**config.mk**
```make
export PLATFORM = sky130hd
export DESIGN_NAME = sorted_unique_set_store
export DESIGN_NICKNAME = d
export VERILOG_FILES = /design/src/sus_pkg.sv /design/src/sus_pool.sv /design/src/sorted_unique_set_store.sv
export SDC_FILE = /design/constraint.sdc
export NUM_CORES = 1
export LEC_CHECK = 0
export BUFFER_PORTS_ARGS = -buffer_cell sky130_fd_sc_hd__buf_2
export CORE_MARGIN = 10
export CORE_UTILIZATION = 55
export CTS_BUF_LIST = sky130_fd_sc_hd__clkbuf_16
export CTS_CLUSTER_DIAMETER = 100
export CTS_CLUSTER_SIZE = 25
export DETAILED_ROUTE_END_ITERATION = 8
export GPL_ROUTABILITY_DRIVEN = 0
export PLACE_DENSITY = 0.71
export SYNTH_ARGS = -nofsm -noshare
export SYNTH_HDL_FRONTEND = slang
export SYNTH_SLANG_ARGS = --single-unit
```
**constraint.sdc**
```tcl
create_clock -name clock -period 7.15 [get_ports clock]
set_input_delay 1.7875 -clock clock [delete_from_list [all_inputs] [get_ports clock]]
set_output_delay 1.7875 -clock clock [all_outputs]
set_load 0.05 [all_outputs]
```
**src/sus_pkg.sv**
```systemverilog
package sus_pkg;

   localparam int KEY_W = 16;

   // request operation codes
   typedef enum logic [1:0] {
      FUNC_INSERT = 2'd0,
      FUNC_DELETE = 2'd1,
      FUNC_QUERY  = 2'd2,
      FUNC_NONE   = 2'd3
   } func_type;

   // response status codes
   typedef enum logic [1:0] {
      STAT_OK        = 2'd0,
      STAT_DUPLICATE = 2'd1,
      STAT_FULL      = 2'd2,
      STAT_NOT_FOUND = 2'd3
   } status_type;

   typedef struct packed {
      logic [1:0]       func;
      logic [KEY_W-1:0] key;
   } req_type;

   typedef struct packed {
      logic [1:0] status;
      logic       is_member;
   } rsp_type;

   // write enables of the node pool
   typedef struct packed {
      logic key;
      logic link;
   } pool_wen_type;

endpackage

```
**src/sus_pool.sv**
```systemverilog
module sus_pool #(
   parameter int POOL_SIZE = 32
) (
   input  logic                                 clock,
   input  logic                                 rd_en,
   input  logic [$clog2(POOL_SIZE)-1:0]         rd_addr,
   input  sus_pkg::pool_wen_type                wr_en,
   input  logic [$clog2(POOL_SIZE)-1:0]         wr_addr,
   input  logic [sus_pkg::KEY_W-1:0]            wr_key,
   input  logic [$clog2(POOL_SIZE+1)-1:0]       wr_link,
   output logic [sus_pkg::KEY_W-1:0]            rd_key,
   output logic [$clog2(POOL_SIZE+1)-1:0]       rd_link
);

   localparam int LW = $clog2(POOL_SIZE + 1);

   logic [sus_pkg::KEY_W-1:0] key_mem [POOL_SIZE];
   logic [LW-1:0]             link_mem [POOL_SIZE];
   logic [sus_pkg::KEY_W-1:0] rd_key_ff;
   logic [LW-1:0]             rd_link_ff;

   always_ff @(posedge clock) begin
      if (wr_en.key) begin
         key_mem[wr_addr] <= wr_key;
      end
      if (wr_en.link) begin
         link_mem[wr_addr] <= wr_link;
      end
   end

   always_ff @(posedge clock) begin
      if (rd_en) begin
         rd_key_ff  <= key_mem[rd_addr];
         rd_link_ff <= link_mem[rd_addr];
      end
   end

   assign rd_key  = rd_key_ff;
   assign rd_link = rd_link_ff;

endmodule

```
**src/sorted_unique_set_store.sv**
```systemverilog
// sorted set of unique 16-bit keys, kept as an ascending linked list in a node pool
//
// req channel: one beat carries func (insert, delete, query) and key; accepted
//   when req_valid is high and req_stall is low
// rsp channel: one beat per request with status and is_member, held in an
//   output register until the receiver drops rsp_stall
// walk: a request walks the list one node per cycle through the pool's
//   read port; a query then passes S_DEC and S_DONE, a found delete adds
//   S_LNK, and an insert with a free node adds S_INS and S_LNK
// insert pops the free list then patches the predecessor link or list head;
//   delete pushes the node onto the free list then patches the link
// requests run one at a time: req_stall stays high from acceptance until the
//   response is loaded, and the next is taken once the state is back in S_IDLE
// reset: list empty, free list starts at node 0; a pass in S_INIT over all
//   POOL_SIZE nodes then chains the free list (node i links to i + 1) and
//   req_stall stays high until it ends
// a stalled response beat stays in the output register; the next request is
//   still taken and walked, and waits only at its final step for the register
module sorted_unique_set_store #(
   parameter int POOL_SIZE = 32
) (
   input  logic              clock,
   input  logic              reset,
   input  logic              req_valid,
   output logic              req_stall,
   input  sus_pkg::req_type  req_data,
   output logic              rsp_valid,
   input  logic              rsp_stall,
   output sus_pkg::rsp_type  rsp_data
);

   localparam int IW = $clog2(POOL_SIZE);
   localparam int LW = $clog2(POOL_SIZE + 1);
   localparam logic [LW-1:0] NULL_LINK = LW'(POOL_SIZE);
   localparam logic [IW-1:0] LAST_NODE = IW'(POOL_SIZE - 1);

   typedef enum logic [6:0] {
      S_INIT = 7'b0000001,   // chaining the free list after reset
      S_IDLE = 7'b0000010,
      S_WALK = 7'b0000100,   // node data back from the pool, compare
      S_DEC  = 7'b0001000,   // position known, decide the update
      S_INS  = 7'b0010000,   // pop free node, write new node
      S_LNK  = 7'b0100000,   // patch predecessor link or list head
      S_DONE = 7'b1000000    // hand result to the output register
   } state_type;

   state_type                 state_ff, state_in;
   logic [IW-1:0]             init_cnt_ff, init_cnt_in;
   logic [LW-1:0]             list_head_ff, list_head_in;
   logic [LW-1:0]             free_head_ff, free_head_in;
   logic                      rsp_valid_ff, rsp_valid_in;
   sus_pkg::rsp_type          rsp_data_ff, rsp_data_in;

   // per-request working registers
   logic [1:0]                func_ff, func_in;
   logic [sus_pkg::KEY_W-1:0] key_ff, key_in;
   logic [LW-1:0]             prev_ff, prev_in;
   logic [LW-1:0]             cur_ff, cur_in;
   logic [LW-1:0]             cur_link_ff, cur_link_in;
   logic [LW-1:0]             tgt_ff, tgt_in;
   logic [LW-1:0]             steps_ff, steps_in;
   logic                      found_ff, found_in;
   logic [1:0]                status_ff, status_in;
   logic                      member_ff, member_in;

   // pool access
   logic                      rd_en;
   logic [IW-1:0]             rd_addr;
   sus_pkg::pool_wen_type     wr_en;
   logic [IW-1:0]             wr_addr;
   logic [sus_pkg::KEY_W-1:0] wr_key;
   logic [LW-1:0]             wr_link;
   logic [sus_pkg::KEY_W-1:0] rd_key;
   logic [LW-1:0]             rd_link;

   logic                      req_fire;
   logic [LW-1:0]             steps_nxt;

   sus_pool #(
      .POOL_SIZE (POOL_SIZE)
   ) u_pool (
      .clock   (clock),
      .rd_en   (rd_en),
      .rd_addr (rd_addr),
      .wr_en   (wr_en),
      .wr_addr (wr_addr),
      .wr_key  (wr_key),
      .wr_link (wr_link),
      .rd_key  (rd_key),
      .rd_link (rd_link)
   );

   assign req_stall = (state_ff != S_IDLE);
   assign req_fire  = req_valid && !req_stall;
   assign steps_nxt = steps_ff + LW'(1);

   always_comb begin
      state_in     = state_ff;
      init_cnt_in  = init_cnt_ff;
      list_head_in = list_head_ff;
      free_head_in = free_head_ff;
      // output beat leaves when the receiver takes it
      rsp_valid_in = rsp_valid_ff && rsp_stall;
      rsp_data_in  = rsp_data_ff;
      func_in      = func_ff;
      key_in       = key_ff;
      prev_in      = prev_ff;
      cur_in       = cur_ff;
      cur_link_in  = cur_link_ff;
      tgt_in       = tgt_ff;
      steps_in     = steps_ff;
      found_in     = found_ff;
      status_in    = status_ff;
      member_in    = member_ff;
      rd_en        = 1'b0;
      rd_addr      = '0;
      wr_en        = '0;
      wr_addr      = '0;
      wr_key       = key_ff;
      wr_link      = '0;

      case (state_ff)
         S_INIT: begin
            wr_en.link  = 1'b1;
            wr_addr     = init_cnt_ff;
            wr_link     = LW'(init_cnt_ff) + LW'(1);
            init_cnt_in = init_cnt_ff + IW'(1);
            if (init_cnt_ff == LAST_NODE) begin
               state_in = S_IDLE;
            end
         end

         S_IDLE: begin
            if (req_fire) begin
               func_in  = req_data.func;
               key_in   = req_data.key;
               prev_in  = NULL_LINK;
               steps_in = '0;
               cur_in   = list_head_ff;
               found_in = 1'b0;
               if (req_data.func == sus_pkg::FUNC_NONE) begin
                  // unused code: no change, plain result
                  status_in = sus_pkg::STAT_OK;
                  member_in = 1'b0;
                  state_in  = S_DONE;
               end else if (list_head_ff < NULL_LINK) begin
                  rd_en    = 1'b1;
                  rd_addr  = list_head_ff[IW-1:0];
                  state_in = S_WALK;
               end else begin
                  cur_in   = NULL_LINK;
                  state_in = S_DEC;
               end
            end
         end

         S_WALK: begin
            if (rd_key >= key_ff) begin
               // first node not below the key
               found_in    = (rd_key == key_ff);
               cur_link_in = rd_link;
               state_in    = S_DEC;
            end else begin
               prev_in  = cur_ff;
               cur_in   = rd_link;
               steps_in = steps_nxt;
               if ((rd_link < NULL_LINK) && (steps_nxt < NULL_LINK)) begin
                  rd_en   = 1'b1;
                  rd_addr = rd_link[IW-1:0];
               end else begin
                  // end of list or walk bound reached
                  cur_in   = NULL_LINK;
                  found_in = 1'b0;
                  state_in = S_DEC;
               end
            end
         end

         S_DEC: begin
            state_in = S_DONE;
            case (func_ff)
               sus_pkg::FUNC_INSERT: begin
                  if (found_ff) begin
                     status_in = sus_pkg::STAT_DUPLICATE;
                     member_in = 1'b1;
                  end else if (!(free_head_ff < NULL_LINK)) begin
                     status_in = sus_pkg::STAT_FULL;
                     member_in = 1'b0;
                  end else begin
                     // fetch the free node's link to pop it
                     rd_en    = 1'b1;
                     rd_addr  = free_head_ff[IW-1:0];
                     state_in = S_INS;
                  end
               end
               sus_pkg::FUNC_DELETE: begin
                  member_in = 1'b0;
                  if (found_ff) begin
                     // push the node onto the free list
                     wr_en.link   = 1'b1;
                     wr_addr      = cur_ff[IW-1:0];
                     wr_link      = free_head_ff;
                     free_head_in = cur_ff;
                     tgt_in       = cur_link_ff;
                     status_in    = sus_pkg::STAT_OK;
                     state_in     = S_LNK;
                  end else begin
                     status_in = sus_pkg::STAT_NOT_FOUND;
                  end
               end
               sus_pkg::FUNC_QUERY: begin
                  status_in = found_ff ? sus_pkg::STAT_OK : sus_pkg::STAT_NOT_FOUND;
                  member_in = found_ff;
               end
               default: begin
                  status_in = sus_pkg::STAT_OK;
                  member_in = 1'b0;
               end
            endcase
         end

         S_INS: begin
            free_head_in = rd_link;
            wr_en.key    = 1'b1;
            wr_en.link   = 1'b1;
            wr_addr      = free_head_ff[IW-1:0];
            wr_key       = key_ff;
            wr_link      = cur_ff;
            tgt_in       = free_head_ff;
            status_in    = sus_pkg::STAT_OK;
            member_in    = 1'b1;
            state_in     = S_LNK;
         end

         S_LNK: begin
            if (prev_ff < NULL_LINK) begin
               wr_en.link = 1'b1;
               wr_addr    = prev_ff[IW-1:0];
               wr_link    = tgt_ff;
            end else begin
               list_head_in = tgt_ff;
            end
            state_in = S_DONE;
         end

         S_DONE: begin
            if (!rsp_valid_ff || !rsp_stall) begin
               rsp_valid_in          = 1'b1;
               rsp_data_in.status    = status_ff;
               rsp_data_in.is_member = member_ff;
               state_in              = S_IDLE;
            end
         end

         default: begin
            state_in = S_IDLE;
         end
      endcase
   end

   always_ff @(posedge clock) begin
      if (reset) begin
         state_ff     <= S_INIT;
         init_cnt_ff  <= '0;
         list_head_ff <= NULL_LINK;
         free_head_ff <= '0;
         rsp_valid_ff <= 1'b0;
      end else begin
         state_ff     <= state_in;
         init_cnt_ff  <= init_cnt_in;
         list_head_ff <= list_head_in;
         free_head_ff <= free_head_in;
         rsp_valid_ff <= rsp_valid_in;
      end
   end

   always_ff @(posedge clock) begin
      rsp_data_ff <= rsp_data_in;
      func_ff     <= func_in;
      key_ff      <= key_in;
      prev_ff     <= prev_in;
      cur_ff      <= cur_in;
      cur_link_ff <= cur_link_in;
      tgt_ff      <= tgt_in;
      steps_ff    <= steps_in;
      found_ff    <= found_in;
      status_ff   <= status_in;
      member_ff   <= member_in;
   end

   assign rsp_valid = rsp_valid_ff;
   assign rsp_data  = rsp_data_ff;

endmodule
```
**Yosys cells after proc, flatten, opt, wreduce, memory -nomap -nowiden**

Memories as Yosys holds them, arrays and structs flattened. A register that Yosys moved wholly into a read port is not among the register bits.
Cells that the tools add are included.
W data, S select, Z words.

- Order comparisons: 6
- Equal/unequal tests: 22
- Multiplexer cells: 84
- Bitwise logic cells: 1
- Reduce and logical (&&, ||, !) cells: 22
- Add/subtract/negate cells: 3

Operator list:

| operator | count |
|---|---|
| $mux W6 | 16 |
| $mux W7 | 9 |
| $pmux W6 S2 | 5 |
| $mux W5 | 11 |
| $pmux W7 S7 | 1 |
| $lt A6 B6 Y1 const B | 5 |
| $mux W1 | 25 |
| $pmux W6 S4 | 1 |
| $pmux W5 S4 | 1 |
| $eq A16 B16 Y1 | 1 |
| $ge A16 B16 Y1 | 1 |
| $pmux W5 S3 | 1 |
| $ne A2 B2 Y1 const B | 7 |
| $pmux W7 S2 | 1 |
| $mux W2 | 5 |
| $pmux W1 S3 | 3 |
| $reduce_and A3 Y1 | 3 |
| $reduce_and A2 Y1 | 4 |
| $reduce_and A4 Y1 | 2 |
| $eq A7 B1 Y1 const B | 1 |
| $eq A7 B2 Y1 const B | 1 |
| $eq A7 B3 Y1 const B | 1 |
| $eq A7 B4 Y1 const B | 1 |
| $eq A7 B5 Y1 const B | 1 |
| other kinds (23) | 31 |

- Memory bits (writable): 704
- Register bits after elaboration: 80
- Logic and storage cells: 157
- Memories kept: 2
- Bits of input ports: 22

Memories:

| name | words | bits a word | rd ports | clocked after memory_dff | wr ports | line | source |
|---|---|---|---|---|---|---|---|
| u_pool.key_mem | 32 | 16 | 1 | 1 | 1 | sus_pool.sv:17 | `logic [sus_pkg::KEY_W-1:0] key_mem [POOL_SIZE];` |
| u_pool.link_mem | 32 | 6 | 1 | 1 | 1 | sus_pool.sv:18 | `logic [LW-1:0] link_mem [POOL_SIZE];` |

**Depth between registers and ports, before layout**

Gate-level depths: netlist of the first run.

- Depth after elaboration: 6
- Gate-level depth with buffers: 15
- Mapped depth without buffers: 12

**Cells and area by module**

From an unflattened synthesis of the first run, not the netlist that was laid out.

- Cells, all modules: 1956
- Area, all modules: 32349.8 um^2

By module, submodules not included:

| module | seq. area each (um^2) | instances | cells an instance | area each (um^2) |
|---|---|---|---|---|
| sus_pool | 21800.9 | 1 | 1594 | 28347.2 |
| sorted_unique_set_store | 2152.1 | 1 | 362 | 4002.6 |

**Least setup slack after synthesis of the first run**

Ideal clock, no wire load.

- Kind: in2reg
- From: input req_valid
- To: register u_pool.rd_key_ff (netlist bit u_pool.rd_key[11]), read port of u_pool.key_mem (data pin)
- Path buffers: 3
- Setup slack: 2.985 ns
- Setup time: 0.270 ns
- Arrival: 3.896 ns
- Cell stages on the path: 10
- Required time: 6.880 ns
- Path through: nor2b_1 -> and4_1 -> buf_2 -> a22o_1 -> nor3_1 -> buf_2 -> buf_1 -> a22oi_1 -> a32oi_1 -> nand3_1

- Cells in the longest elaborated chain, start to end: 3

Ends and longest elaborated chain:

| item | line | source |
|---|---|---|
| start, declared | sorted_unique_set_store.sv:24 | `input logic req_valid,` |
| $logic_and A1 B1 Y1 (*) | sorted_unique_set_store.sv:94 | `assign req_fire = req_valid && !req_stall;` |
| $mux W5 / $mux W1 (equally long branches) | sorted_unique_set_store.sv:134 | `if (req_fire) begin` |
| $pmux W5 S3 / $pmux W1 S3 (equally long branches) | sorted_unique_set_store.sv:122 | `case (state_ff)` |
| end, declared | sus_pool.sv:19 | `logic [sus_pkg::KEY_W-1:0] rd_key_ff;` |

Mark *: on every way between the ends. The rest lies on a longest branch, timed or not.
A chain may end at the register's enable or synchronous reset.

**Worst setup path in the final report of the first run**

- From: register key_ff[14] (netlist bit)
- To: register u_pool.rd_key_ff (netlist bit u_pool.rd_key[15]), read port of u_pool.key_mem (data pin)

- Cells in the longest elaborated chain, start to end: 3

Ends and longest elaborated chain:

| item | line | source |
|---|---|---|
| start, declared | sorted_unique_set_store.sv:56 | `logic [sus_pkg::KEY_W-1:0] key_ff, key_in;` |
| start signal, assigned | sorted_unique_set_store.sv:280 | `key_ff <= key_in;` |
| $ge A16 B16 Y1 (*) | sorted_unique_set_store.sv:158 | `if (rd_key >= key_ff) begin` |
| $mux W5 / $mux W1 (equally long branches) | sorted_unique_set_store.sv:158 |  |
| $pmux W5 S3 / $pmux W1 S3 (equally long branches) | sorted_unique_set_store.sv:122 |  |

Marks and branches as above.

==> impl_metrics.csv, run 1 <==
group,metric,value,unit
run_status,status,"complete, no violations",
yosys,post-synth-top-area-cell,"edfxtp_1",
sta,fin_crit_sh,0.8571,
clock_network,cts_buffers,38,
clock_network,cts.sinks,806,
route,num_vias,21250,
route,drtPass1Iterations,6,
power,leakagePower,11.57,nW
sta,hold-worst-slack,0.4288,ns
yosys,synth-edff-count,781,
sta,setup_viol,0,
worst_setup_path,critPathRequiredTime,7.50,ns
route,wl_per_cell,28.75,microns
yosys,avgSynthCellArea,13.74,sq um
route,drtAntennaViolNets,0,
sta,setup-tns-final,0,ns
floorplan,chipHeight,263.7,microns
worst_setup_path,start_kind,"flip-flop",
floorplan,fp.dieW,263.7,microns
yosys,synth.top_cell.area_share,0.7182,
worst_setup_path,crit_chain,"buf_4, inv_1, ha_1, a21oi_1, a21boi_0, nor4_1, and4_1, o21ai_4, buf_4, nor2_1, a22oi_1, a32oi_1, nand3_1",
global_routing,grt_pass1_wl,133.8,mm
yosys,ys.warnings.count,0,
global_routing,grt_pass1_vias,20251,
final_layout,fillers,4475,
clock_network,clk_latency,0.61,ns
clock_network,clkTransAtPathRegs,0.10,ns
clock_network,cts_buffer_depth,3,
route,drt-met1-wl,34.62,mm
final_layout,seq_area,0.02395,sq mm
placement,placed_cell_area,0.03384,sq mm
global_routing,track_usage,0.2544,
route,routed.top_layer,"met5",
yosys,seq_area_frac_synth,0.7335,
clock_network,post-cts-setup-buffers,0,
final_layout,area_growth,6.839,%
global_routing,overflow,0,
floorplan,boundaryPins,27,
sta,fin_skew,0.02476,ns
clock_network,holdBufCountCts,0,
power,irDropWorstVdd,0.2319,mV
power,power.density,227.2,mW/mm^2
worst_setup_path,cp_slowest_cell,"nor2_1",
worst_setup_path,critPathMaxStageDelay,1.08,ns
clock_network,cts_tree,"yes",
sta,hold_viol_final,0,
worst_setup_path,cp_top_family,"simple AND/OR/NAND/NOR gates",
route,drtIter0Drc,3319,
final_layout,drive_gt1_frac,0.08088,
worst_setup_path,cp.arrival,6.48,ns
yosys,yosysMostFrequentCell,"edfxtp_1",
final_layout,multi_input_area,0.008050,sq mm
route,vias_per_cell,6.674,
worst_setup_path,worstSetupPathType,"flip-flop to flip-flop",
route,route.met2.wl,42.57,mm
clock_network,cts_htree_levels,2,
yosys,syn_inst,2377,
sta,max_freq,163.2,MHz
floorplan,row_count,89,
floorplan,fp.coreArea,0.05891,sq mm
sta,slew_headroom,0.05141,
sta,rsz0062_at_grt,"no",
yosys,synthesis.area,0.03266,sq mm
clock_network,clockRootBuffer,"clkbuf_16",
yosys,synth_nets,2422,
yosys,synth_flop_cell,"edfxtp_1",
global_routing,grt_max_degree,62,
yosys,ys_top_cells_by_area,"edfxtp_1 72%, nand2_1 5.0%, a21oi_1 2.6%, nor2_1 2.0%, mux2i_1 1.7%",
final_layout,fin_area,0.03489,sq mm
global_routing,antenna_found_initial,2,
route,met3_length,10.18,mm
yosys,postSynthRegisterBits,806,
yosys,synth_common_cells,"781 x edfxtp_1, 433 x nand2_1, 178 x nor2_1, 169 x a21oi_1, 110 x nand3_1",
clock_network,cts_resized,0,
final_layout,num_antenna_cells,0,
sta,report.final.slew_viol_count,0,
worst_setup_path,cp-end-kind,"flip-flop",
placement,port_buffers,26,
sta,worst_slew_pin_slew,1.418,ns
sta,layout_min_cycle_time,6.128,ns
worst_setup_path,path_buf_inv,3,
worst_hold_path,hp-class,"flip-flop to flip-flop",
worst_setup_path,crit_path_frequent_cell,"buf_4",
worst_setup_path,cp_max_fo,33,
floorplan,initial_core_util,0.5543,
route,wl,91.55,mm
yosys,synth_cell_types,79,
flow_run,cap_violations,0,
final_layout,finalNetCount,2448,
floorplan,die-area,0.06952,sq mm
route,drc,0,
yosys,ys_async_sr_fraction,0,
placement,dp_hpwl,56.07,mm
==> kinds of logic (layout without fill, tap and decap cells) <==
family / Yosys count / in the layout / share of synthesized area
xor+xnor: 8 / 8 / 0.002146
simple gates: 834 / 834 / 0.1105
compound gates: 500 / 500 / 0.1043
fa+ha+maj: 23 / 23 / 0.008813
flops: 806 / 806 / 0.7335
mux: 57 / 57 / 0.01755
buf+inv: 149 / 183 / 0.02322
==> state kept, by name (all words and copies together) (netlist names), 5 cells and up <==
| register | flops |
|---|---|
| prev_ff | 6 |
| cur_ff | 6 |
| tgt_ff | 6 |
| key_ff | 16 |
| u_pool.key_mem | 512 |
| list_head_ff | 6 |
| free_head_ff | 6 |
| u_pool.rd_key | 16 |
| steps_ff | 6 |
| init_cnt_ff | 5 |
| u_pool.link_mem | 192 |
| u_pool.rd_link | 6 |
| cur_link_ff | 6 |
| state_ff | 7 |
==> through the flow <==
stage | setup WS, ns | util | total power, mW | cells
6_report | 1.022 | 0.5923 | 7.927 | 3184
5_1_grt | 1.064 | 0.5923 | 8.105 | 3184
4_1_cts | 1.312 | 0.5923 | 7.922 | 3184
3_5_place_dp | 1.346 | 0.5744 | 5.595 | 3136
3_3_place_gp | 1.415 | 0.5744 | 5.585 | 3136
2_1_floorplan | 2.985 | - | 5.483 | 2377
==> final cells by class <==
type	instances	area share
Multi-Input combinational cell	1422	0.2307
Clock buffer	39	0.02797
Timing Repair Buffer	110	0.02216
Clock inverter	9	0.002152
Sequential cell	806	0.6866
Tap cell	773	0.02772
Inverter	25	0.002690
==> path summary, 6_finish.rpt <==
kind / startpoint / endpoint / slack (ns) / cells after the start
worst min register to register: status_ff[0]$_SDFFCE_PN0P_ / rsp_data[1]$_DFFE_PP_ / 0.43 / 0
worst max-delay path: key_ff[14]$_DFFE_PP_ / u_pool.rd_key[15]$_DFFE_PP_ / 1.02 / 13
worst max register to register: key_ff[14]$_DFFE_PP_ / u_pool.rd_key[15]$_DFFE_PP_ / 1.02 / 13
worst min-delay path: status_ff[0]$_SDFFCE_PN0P_ / rsp_data[1]$_DFFE_PP_ / 0.43 / 0
==> metal layers <==
layer,GRT usage,vias to the layer above
met3,0.04854,243
met4,0.1112,4
met1,0.3425,10539
li1,-,9034
met5,0,-
met2,0.3995,1430
==> cells in the final DEF, fill, tap and decap left out, types with 5 or more instances in the layout <==
cell,count
a211o_1,6
o21ai_0,43
a211oi_1,25
buf_4,83
nor3_1,15
a21o_1,28
edfxtp_1,781
nand2b_1,7
nor2_1,174
buf_2,26
a21oi_1,167
nor2_2,5
a31oi_1,41
inv_1,31
xor2_1,5
nand4_1,19
nand3_1,110
a22oi_1,25
nand4b_1,5
a311oi_1,5
mux2i_1,55
nand2_1,433
o2111ai_1,14
a221o_1,14
and2_1,11
o22ai_1,10
a32oi_1,19
o211ai_1,7
nor4_1,5
clkbuf_16,39
ha_1,23
dfxtp_1,25
a22o_1,14
and3_1,22
a221oi_1,37
==> report_power, final <==
part	total, mW	leakage (nW)	internal (mW)	switching (mW)
combinational	0.257	3.89	0.0602	0.197
clock	2.43	0.536	1.00	1.43
sequential	5.24	7.14	5.22	0.0194
No activity file was read; power rests on OpenSTA's default activity.
==> inputs of run 2 (changes only) <==
CELL_PAD_IN_SITES_DETAIL_PLACEMENT = 1   (was default)
CELL_PAD_IN_SITES_GLOBAL_PLACEMENT = 2   (was default)
CORE_UTILIZATION = 49   (was 55)
PLACE_DENSITY = default   (was 0.71)
PLACE_DENSITY_LB_ADDON = 0.1   (was default)
==> impl_metrics.csv, run 2 (synthesis gave the netlist of run 1 again) <==
group,metric,value,unit
worst_setup_path,cp.arrival,6.08,ns
final_layout,largest_reg_flops,512,
placement,place_ws,1.379,ns
clock_network,cts.sinks,806,
final_layout,finalNonFillerCells,3292,
sta,rsz0062_at_grt,"no",
worst_hold_path,whs_path_depth,0,
sta,fin_crit_sh,0.7982,
placement,dp_hpwl,65.27,mm
power,power.total,8.058,mW
route,drtPass1Iterations,5,
worst_setup_path,critPathMaxStageDelay,0.85,ns
clock_network,cts_buffers,39,
floorplan,fp.dieW,278.2,microns
sta,setup_viol,0,
sta,report.final.slew_viol_count,0,
clock_network,cts_htree_levels,2,
worst_setup_path,cp_max_fo,33,
sta,fin_skew,0.03219,ns
worst_setup_path,cp_slowest_cell,"and3_1",
final_layout,num_antenna_cells,0,
clock_network,cts_tree,"yes",
final_layout,drive_gt1_frac,0.09102,
final_layout,finalNetCount,2463,
floorplan,chipHeight,278.2,microns
power,power.density,228.8,mW/mm^2
placement,port_buffers,26,
worst_hold_path,hp-class,"flip-flop to flip-flop",
clock_network,clkTransAtPathRegs,0.10,ns
power,switching_share,0.2168,
global_routing,track_usage,0.2616,
global_routing,grt_pass1_vias,21577,
clock_network,cts_resized,0,
floorplan,row_count,94,
global_routing,grt_pass1_wl,150.7,mm
final_layout,area_growth,7.862,%
power,leakagePower,11.68,nW
worst_setup_path,cp_top_family,"simple AND/OR/NAND/NOR gates",
sta,hold_viol_final,0,
power,seqPwrFrac,0.650,
final_layout,reg_top3,"u_pool.key_mem: 512 flops, u_pool.link_mem: 192 flops",
floorplan,boundaryPins,27,
worst_setup_path,crit_chain,"buf_4, inv_1, ha_1, and4_1, o31ai_1, and3_1, a31o_2, buf_4, nand2_1, o2111ai_1, a21oi_1, or3_1",
worst_setup_path,worstSetupPathType,"flip-flop to flip-flop",
floorplan,initial_core_util,0.4958,
route,wl_per_cell,31.54,microns
clock_network,clk_latency,0.63,ns
worst_setup_path,crit_path_frequent_cell,"buf_4",
power,irDropWorstVdd,0.2929,mV
worst_setup_path,path_buf_inv,3,
route,wl,103.8,mm
sta,setup-tns-final,0,ns
final_layout,largest_register,"u_pool.key_mem",
power,p_switching,1.747,mW
flow_run,cap_violations,0,
final_layout,final_util,0.5348,
power,intPower,6.311,mW
worst_setup_path,critPathRequiredTime,7.52,ns
global_routing,antenna_found_initial,1,
final_layout,final_common_cell,"edfxtp_1",
floorplan,die-area,0.07737,sq mm
floorplan,fp.coreArea,0.06586,sq mm
clock_network,cts_buffer_depth,3,
power,p_comb_frac,0.034,
clock_network,post-cts-setup-buffers,0,
worst_setup_path,cp-end-kind,"flip-flop",
worst_setup_path,crit_cells,12,
route,num_vias,21265,
worst_setup_path,r2r_cells,12,
placement,placed_cells,3241,
route,vias_per_cell,6.460,
route,drtAntennaViolNets,0,
run_status,status,"complete, no violations",
sta,layout_min_cycle_time,5.707,ns
route,drtIter0Drc,2520,
power,pwr-share-clk,0.316,
sta,slew_headroom,0.1562,
sta,max_freq,175.2,MHz
sta,finalWorstSetupSlack,1.443,ns
global_routing,grt_max_degree,82,
global_routing,overflow,0,
route,drc,0,
final_layout,final_cell_mix,"781 x edfxtp_1, 433 x nand2_1, 168 x nor2_1",
sta,worst_slew_pin_slew,1.264,ns
clock_network,holdBufCountCts,0,
worst_setup_path,start_kind,"flip-flop",
clock_network,clockRootBuffer,"clkbuf_16",
run 2: cell types whose count changed in the layout (fill, tap and decap cells not counted), sizes merged:
cell	change
buf	+14
clkinv	+2
clkbuf	+1
run 2: power by group through the flow:
| stage | Sequential [mW] | Combinational [mW] | Clock [mW] |
|---|---|---|---|
| floorplan | 5.34 | 0.140 | 0 |
| global placement | 5.34 | 0.272 | 0 |
| detailed placement | 5.34 | 0.279 | 0 |
| CTS | 5.24 | 0.281 | 2.57 |
| global route | 5.24 | 0.299 | 2.74 |
| finish | 5.23 | 0.277 | 2.55 |
run 2: area by class of cell:
cell class | instances | area [sq um]
clock buffers | 40 | 1001
fillers | 6445 | 30640
inverters | 25 | 93.84
flip-flops and latches | 806 | 23950
repair buffers | 124 | 953.4
clock inverters | 11 | 88.84
multi-input cells | 1422 | 8051
well taps | 864 | 1081
run 2: routing by layer:
layer  wire, microns  track usage
met5              11            0
met4            3652      0.09024
met3            7137      0.02896
met2           50080       0.4305
met1           42960       0.3573
run 2: worst reg2reg max path: cells and delay by family (launching register included):
kind	cells	cell delay, ns
buffers and inverters	3	0.99
adders and majority gates	1	0.33
and+or+nand+nor	4	1.95
AOI/OAI and AO/OA	4	1.85
DFF	1	0.35
run 2: path summary, 6_finish.rpt:
path | start | to | slack [ns]
max | key_ff[1]$_DFFE_PP_ | u_pool.rd_key[8]$_DFFE_PP_ | 1.44
min | status_ff[1]$_SDFFCE_PN0P_ | rsp_data[2]$_DFFE_PP_ | 0.43
max reg2reg | key_ff[1]$_DFFE_PP_ | u_pool.rd_key[8]$_DFFE_PP_ | 1.44
min reg2reg | status_ff[1]$_SDFFCE_PN0P_ | rsp_data[2]$_DFFE_PP_ | 0.43
run 2: per-stage QoR:
step	cell area, sq um	hold WS, ns
3_3_place_gp	34130	0.4064
2_1_floorplan	32660	0.4003
6_report	35220	0.4253
5_1_grt	35220	0.4368
4_1_cts	35220	0.4285
3_5_place_dp	34130	0.4075
